[src/hw/rtl/nlms_pi_pkg.sv]
// ----------------------------------------------------------------------------
// nlms_pi_pkg
// Shared types, codes and constants of the NLMS path identifier.
// ----------------------------------------------------------------------------
package nlms_pi_pkg;

    localparam int K_W       = 10;
    localparam int CFG_IDX_W = 3;
    localparam int DVD_W     = 60;
    localparam int DVS_W     = 58;

    localparam logic [CFG_IDX_W-1:0] REG_PROBE_AMP = 3'd0;
    localparam logic [CFG_IDX_W-1:0] REG_STEP_SIZE = 3'd1;
    localparam logic [CFG_IDX_W-1:0] REG_DURATION  = 3'd2;
    localparam logic [CFG_IDX_W-1:0] REG_SMOOTHING = 3'd3;
    localparam logic [CFG_IDX_W-1:0] REG_SEED      = 3'd4;

    localparam logic [22:0] AMP_RESET       = 23'd838861;
    localparam logic [15:0] STEP_RESET      = 16'd655;
    localparam logic [31:0] DURATION_RESET  = 32'd48000;
    localparam logic [23:0] SMOOTHING_RESET = 24'd1398;
    localparam logic [31:0] NOISE_RESET     = 32'h2545F491;

    localparam logic [DVS_W-1:0] PWR_EPS  = 58'd70369;
    localparam logic [DVD_W-1:0] GAIN_LIM = 60'd1099511627775;
    localparam logic [47:0]      POWER_ONE = 48'd1;

    typedef enum logic [1:0] {
        OP_TICK    = 2'd0,
        OP_TAP_WR  = 2'd1,
        OP_TAP_RD  = 2'd2,
        OP_RESTART = 2'd3
    } opcode_t;

    typedef enum logic [4:0] {
        DP_NOP,
        DP_LOAD,
        DP_CLEAR_ALL,
        DP_CLEAR_HIST,
        DP_RESTART,
        DP_PROBE,
        DP_HIST_WR,
        DP_PASS_INIT,
        DP_MAC,
        DP_UPD,
        DP_RES,
        DP_MUL,
        DP_DIV_START,
        DP_GAIN,
        DP_PWR0,
        DP_PWR1,
        DP_PWR2,
        DP_PWR3,
        DP_TAP_WR,
        DP_TAP_RD,
        DP_TAP_CAP,
        DP_RESULT
    } dp_op_t;

    typedef enum logic [4:0] {
        ST_CLR,
        ST_IDLE,
        ST_PROBE,
        ST_HWR,
        ST_INIT,
        ST_MAC,
        ST_MDRAIN,
        ST_RES,
        ST_MUL,
        ST_DIVS,
        ST_DIVW,
        ST_GAIN,
        ST_UINIT,
        ST_UPD,
        ST_UDRAIN,
        ST_PW0,
        ST_PW1,
        ST_PW2,
        ST_PW3,
        ST_TWR,
        ST_TRD,
        ST_TCAP,
        ST_RST,
        ST_HCLR,
        ST_DONE
    } ctrl_state_t;

    typedef struct packed {
        dp_op_t         op;
        logic           path;
        logic [K_W-1:0] k;
    } dp_cmd_t;

    typedef struct packed {
        logic adapt;
        logic div_busy;
        logic div_done;
        logic out_free;
    } dp_sts_t;

endpackage

[src/hw/rtl/nlms_pi_ctrl.sv]
// ----------------------------------------------------------------------------
// nlms_pi_ctrl
// Sequencer: steps the datapath through clearing, ticks, passes, restarts and tap access.
// ----------------------------------------------------------------------------
module nlms_pi_ctrl
    import nlms_pi_pkg::*;
#(
    parameter int SEC_TAPS = 128,
    parameter int FB_TAPS  = 128,
    parameter int HIST_LEN = 128
)
(
    input  logic    clk,
    input  logic    rst_n,
    input  logic    s_tvalid,
    input  opcode_t s_opcode,
    output logic    s_tready,
    input  dp_sts_t sts,
    output dp_cmd_t cmd
);

    localparam int MAX_TH = (SEC_TAPS > FB_TAPS) ? SEC_TAPS : FB_TAPS;
    localparam int MAXN   = (MAX_TH > HIST_LEN) ? MAX_TH : HIST_LEN;

    ctrl_state_t    state_reg, state_next;
    logic [K_W-1:0] k_reg, k_next;
    logic           path_reg, path_next;
    logic [1:0]     wait_reg, wait_next;
    logic           k_last;

    assign k_last = path_reg ? (k_reg == K_W'(FB_TAPS - 1)) : (k_reg == K_W'(SEC_TAPS - 1));

    always_ff @(posedge clk or negedge rst_n)
    begin
        if (!rst_n)
        begin
            state_reg <= ST_CLR;
            k_reg     <= '0;
            path_reg  <= 1'b0;
            wait_reg  <= '0;
        end
        else
        begin
            state_reg <= state_next;
            k_reg     <= k_next;
            path_reg  <= path_next;
            wait_reg  <= wait_next;
        end
    end

    always_comb
    begin
        state_next = state_reg;
        k_next     = k_reg;
        path_next  = path_reg;
        wait_next  = wait_reg;
        s_tready   = 1'b0;
        cmd.op     = DP_NOP;
        cmd.path   = path_reg;
        cmd.k      = k_reg;
        case (state_reg)
            ST_CLR:
            begin
                cmd.op = DP_CLEAR_ALL;
                k_next = k_reg + 1'b1;
                if (k_reg == K_W'(MAXN - 1))
                begin
                    k_next     = '0;
                    state_next = ST_IDLE;
                end
            end
            ST_IDLE:
            begin
                s_tready = 1'b1;
                if (s_tvalid)
                begin
                    cmd.op = DP_LOAD;
                    case (s_opcode)
                        OP_TICK:    state_next = ST_PROBE;
                        OP_TAP_WR:  state_next = ST_TWR;
                        OP_TAP_RD:  state_next = ST_TRD;
                        OP_RESTART: state_next = ST_RST;
                        default:    state_next = ST_IDLE;
                    endcase
                end
            end
            ST_PROBE:
            begin
                cmd.op     = DP_PROBE;
                state_next = ST_HWR;
            end
            ST_HWR:
            begin
                cmd.op     = DP_HIST_WR;
                path_next  = 1'b0;
                state_next = sts.adapt ? ST_INIT : ST_DONE;
            end
            ST_INIT:
            begin
                cmd.op     = DP_PASS_INIT;
                k_next     = '0;
                state_next = ST_MAC;
            end
            ST_MAC:
            begin
                cmd.op = DP_MAC;
                k_next = k_reg + 1'b1;
                if (k_last)
                begin
                    wait_next  = '0;
                    state_next = ST_MDRAIN;
                end
            end
            ST_MDRAIN:
            begin
                wait_next = wait_reg + 1'b1;
                if (wait_reg == 2'd2)
                begin
                    state_next = ST_RES;
                end
            end
            ST_RES:
            begin
                cmd.op     = DP_RES;
                state_next = ST_MUL;
            end
            ST_MUL:
            begin
                cmd.op     = DP_MUL;
                state_next = ST_DIVS;
            end
            ST_DIVS:
            begin
                cmd.op     = DP_DIV_START;
                state_next = ST_DIVW;
            end
            ST_DIVW:
            begin
                if (sts.div_done)
                begin
                    state_next = ST_GAIN;
                end
            end
            ST_GAIN:
            begin
                cmd.op     = DP_GAIN;
                state_next = ST_UINIT;
            end
            ST_UINIT:
            begin
                cmd.op     = DP_PASS_INIT;
                k_next     = '0;
                state_next = ST_UPD;
            end
            ST_UPD:
            begin
                cmd.op = DP_UPD;
                k_next = k_reg + 1'b1;
                if (k_last)
                begin
                    wait_next  = '0;
                    state_next = ST_UDRAIN;
                end
            end
            ST_UDRAIN:
            begin
                wait_next = wait_reg + 1'b1;
                if (wait_reg == 2'd2)
                begin
                    if (path_reg)
                    begin
                        state_next = ST_PW0;
                    end
                    else
                    begin
                        path_next  = 1'b1;
                        state_next = ST_INIT;
                    end
                end
            end
            ST_PW0:
            begin
                cmd.op     = DP_PWR0;
                state_next = ST_PW1;
            end
            ST_PW1:
            begin
                cmd.op     = DP_PWR1;
                state_next = ST_PW2;
            end
            ST_PW2:
            begin
                cmd.op     = DP_PWR2;
                state_next = ST_PW3;
            end
            ST_PW3:
            begin
                cmd.op     = DP_PWR3;
                state_next = ST_DONE;
            end
            ST_TWR:
            begin
                cmd.op     = DP_TAP_WR;
                state_next = ST_DONE;
            end
            ST_TRD:
            begin
                cmd.op     = DP_TAP_RD;
                state_next = ST_TCAP;
            end
            ST_TCAP:
            begin
                cmd.op     = DP_TAP_CAP;
                state_next = ST_DONE;
            end
            ST_RST:
            begin
                cmd.op     = DP_RESTART;
                k_next     = '0;
                state_next = ST_HCLR;
            end
            ST_HCLR:
            begin
                cmd.op = DP_CLEAR_HIST;
                k_next = k_reg + 1'b1;
                if (k_reg == K_W'(HIST_LEN - 1))
                begin
                    k_next     = '0;
                    state_next = ST_DONE;
                end
            end
            ST_DONE:
            begin
                if (sts.out_free)
                begin
                    cmd.op     = DP_RESULT;
                    state_next = ST_IDLE;
                end
            end
            default:
            begin
                state_next = ST_IDLE;
            end
        endcase
    end

`ifndef SYNTHESIS
    a_div_start_idle: assert property (@(posedge clk) disable iff (!rst_n)
        (cmd.op == DP_DIV_START) |-> !sts.div_busy)
        else $error("divider started while busy");

    a_div_done_gain: assert property (@(posedge clk) disable iff (!rst_n)
        (state_reg == ST_DIVW && sts.div_done) |=> (state_reg == ST_GAIN))
        else $error("quotient not taken after divide");

    a_clear_complete: assert property (@(posedge clk) disable iff (!rst_n)
        (state_reg == ST_CLR && state_next == ST_IDLE) |-> (k_reg == K_W'(MAXN - 1)))
        else $error("clearing sweep cut short");

    a_result_slot_free: assert property (@(posedge clk) disable iff (!rst_n)
        (cmd.op == DP_RESULT) |-> sts.out_free)
        else $error("result overwrote pending transaction");
`endif

endmodule
[config.mk]
export PLATFORM = sky130hd
export DESIGN_NAME = nlms_pi_ctrl
export DESIGN_NICKNAME = d
export VERILOG_FILES = /design/src/hw/rtl/nlms_pi_pkg.sv /design/src/hw/rtl/nlms_pi_ctrl.sv
export SDC_FILE = /design/constraint.sdc
export NUM_CORES = 1
export LEC_CHECK = 0
export BUFFER_PORTS_ARGS = -buffer_cell sky130_fd_sc_hd__buf_2
export CORE_MARGIN = 1
export CORE_UTILIZATION = 56
export DETAILED_ROUTE_END_ITERATION = 6
export MAX_ROUTING_LAYER = met4
export PLACE_DENSITY_LB_ADDON = 0.1
export SLEW_MARGIN = 40
export SYNTH_ARGS = -nofsm -noshare
export SYNTH_HDL_FRONTEND = slang
export SYNTH_SLANG_ARGS = --single-unit
[constraint.sdc]
create_clock -name clk -period 1.9 [get_ports clk]
set_input_delay 0.475 -clock clk [delete_from_list [all_inputs] [get_ports clk]]
set_output_delay 0.475 -clock clk [all_outputs]
set_load 0.1 [all_outputs]
==> summary.txt <==
Status
  – Outcome: complete, but fails checks
  – Violated checks: negative setup slack

Floorplanning
  – Die height: 55.96 um
  – Die W: 55.96 um
  – Initial Util: 59.12%
  – Rows: 19
  – Core region area: approximately 2800 um2
  – IO Pins: 26
  – Die Area: 3131 um2

Cells and area
  – Synth-to-Final Area Change: 52.03%
  – # diodes: 0
  – FILL cells: between 100 and 150
  – Most common cell after layout, fill and taps aside: buf_4
  – Max FFs per register: 10
  – Nets@finish: around 270
  – Share of cells above drive strength 1: 53.54%
  – Highest-count cells in the layout ignoring fill and taps: 45 x buf_4, 20 x nor2_1, 18 x buf_2

Synth
  – Largest family of logic cells by synthesized area: compound AO/OA/AOI/OAI gates
  – Top FF cell, synth: dfrtp_1
  – Xor and xnor area share after synthesis: 2.686%
  – EDFF count, synth: 0
  – Mapped Area: 1630 um2
  – Fraction of the yosys area taken by sequential cells: 27.63%
  – Syn avg cell area: 8.626 um2
  – Yosys top cell by area: dfrtp_1
  – Compound-Gate Fraction of Synth Area: 32.77%
  – Synth Area in Simple Gates: 22.72%
  – Synth Area in Adders: 1.535%
  – Synthesis warning total: 0
  – Async set or reset register ratio after synthesis: 100.0%
  – Library cells used by synthesis: 56
  – Mux share of post-synthesis cell area: 5.526%
  – Dominant cells by area after synthesis: dfrtp_1 28%, nor2_1 5.8%, o21ai_0 4.3%, a21oi_1 3.7%, mux2_4 3.7%
  – Flops & latches, synth: 18
  – Syn_nets: 200
  – Synthesized instance count: 189
  – Top cell type's share of synthesized area: 27.63%

Clock tree
  – CTS tree: built
  – CTS Hold Bufs: 0
  – Inserted Clock Buffers: 3
  – Root Buffer: clkbuf_4
  – Sink Count: 18
  – Htree depth: 1
  – Max Buffers Root-to-Sink: 2
  – Worst skew pair latency: 0.30 ns
  – CTS clock-pin slew for the worst setup and hold paths: between 0.1 and 0.15 ns

Routing
  – Post-Route WL: just under 6000 um
  – Residual DRC count: 0
  – M1 WL: 2240 um
  – Drt pass-1 iters: 4
  – Detail Route met2 WL: 2871 um
  – Drt wl/cell: a little over 20 um
  – Met3 wire length: 433 um
  – Starting DRT DRC Count: 172
  – Vias per cell: 6.632
  – Via count: about 1900
  – Post-DRT Antenna Nets: 0
  – Uppermost layer routed: met4

Placement
  – Dpl hpwl: 3486 um
  – Routability cong.: 0.9485
  – Pre-CTS setup slack: -0.09356 ns
  – IO buf count: 24

STA
  – Fin. Hold Viols: 0
  – Setup TNS: -2.612 ns
  – RSZ-0062 raised after global routing: true
  – Peak Freq: 444.4 MHz
  – Fin Clk Skew: 0.008931 ns
  – Pins Over Slew Limit: 0
  – Final setup fails: 16
  – Tightest Pin Transition: around 0.49 ns
  – Setup ws final: -0.3500 ns
  – Hold_ws: 0.08462 ns
  – Period utilisation layout: 118.4%
  – Crit path time final: 2.250 ns
  – Slew headroom: between 60% and 70%

Global routing
  – Initial antenna violation count: 0
  – Total track usage: 35.01%
  – GRT overflow: 0
  – Largest net degree at the start of global routing: 19
  – Vias in the first global route: 1799
  – First-pass GRT wire length: roughly 8400 um

Run
  – Maxcap violations: 0

Setup path
  – Worst Setup Start Kind: register
  – Number of buffers and inverters on the critical path: 2
  – Crit path max-delay family: flip-flops
  – CP max FO: 9
  – CP Data Required Time: 1.42 ns
  – Worst Setup End Kind: output port
  – CP arrival: 1.78 ns
  – Critical path's slowest cell: dfrtp_1
  – Most frequent cell on the critical path: buf_12
  – Crit Path Category: reg2out
  – Critical path, cell by cell: buf_12, nor2_4, nor2_1, a311oi_2, a31oi_1, mux2i_4, buf_12
  – Worst path max stage delay: approximately 0.45 ns

Min path
  – Worst min-delay path class: in2async
-- metrics by stage --
stage          std cells  utilization [%]  cell area [um2]
6_report             285            89.88             2479
5_1_grt              285            89.88             2479
4_1_cts              282            87.52             2414
3_5_place_dp         273            82.03             2262
3_3_place_gp         273            82.03             2262
2_1_floorplan        189                -             1846
-- path summary, 6_finish.rpt --
kind	start	end	slack [ns]	depth (start not counted)
min in group clk	wait_reg[0]	wait_reg[0]	0.55	1
worst max register to register	state_reg[0]	state_reg[2]	-0.13	7
worst min-delay path	rst_n	state_reg[0]	0.08	1
worst max-delay path	state_reg[0]	cmd[13]	-0.35	7
worst min register to register	wait_reg[0]	wait_reg[0]	0.55	1
max in group asynchronous	rst_n	k_reg[2]	1.49	1
-- kinds of logic (layout without fill, tap and decap cells) --
group,Yosys count,count (layout)
AOI/OAI and AO/OA,69,69
xor gates and xnor gates,5,5
adders and majority gates,2,2
buffers and inverters,22,87
DFF,18,18
muxes,7,7
and+or+nand+nor,66,66
-- cells in the mapped netlist, drive strengths merged, types with 4 or more instances --
| library cell | count |
|---|---|
| xor2 | 5 |
| nand2 | 7 |
| a31oi | 4 |
| o32ai | 4 |
| buf | 13 |
| inv | 8 |
| o21ai | 14 |
| a21o | 4 |
| nor2b | 5 |
| nor2 | 27 |
| or3 | 4 |
| a21oi | 14 |
| mux2 | 4 |
| o211ai | 7 |
| dfrtp | 18 |
-- area by class of cell --
type | count | area (um2) | area share [%]
Multi-Input combinational cell | 149 | 1262 | 50.93
Clock buffer | 4 | 36.28 | 1.464
Tap cell | 31 | 38.79 | 1.565
Inverter | 8 | 38.79 | 1.565
Sequential cell | 18 | 478.0 | 19.28
Timing Repair Buffer | 75 | 624.3 | 25.19
-- metal layers --
layer  GRT usage [%]  vias to the layer above
li1                -                      838
met1           39.97                      894
met2           59.38                      132
met3           4.651                       26
met4           19.51                        0
met5               -                        -
-- worst register-to-register path, stage by stage, from the launching register on --
cell and delay, ns:
dfrtp_1 0.45, buf_12 0.17, buf_4 0.16, nand2b_4 0.14
or3_1 0.35, nor2_1 0.17, a211o_4 0.18, mux2_4 0.30
-- timing repair --
item / in CTS / in global routing
pin swaps: 8 / 4
endpoints found under the setup margin: 11 / 16
buffers inserted: 5 / 4
resized for setup: 20 / 12
Power is left out: the tool's default activity adds up to more than one toggle a clock period on the data nets, which glitch-free logic cannot reach.
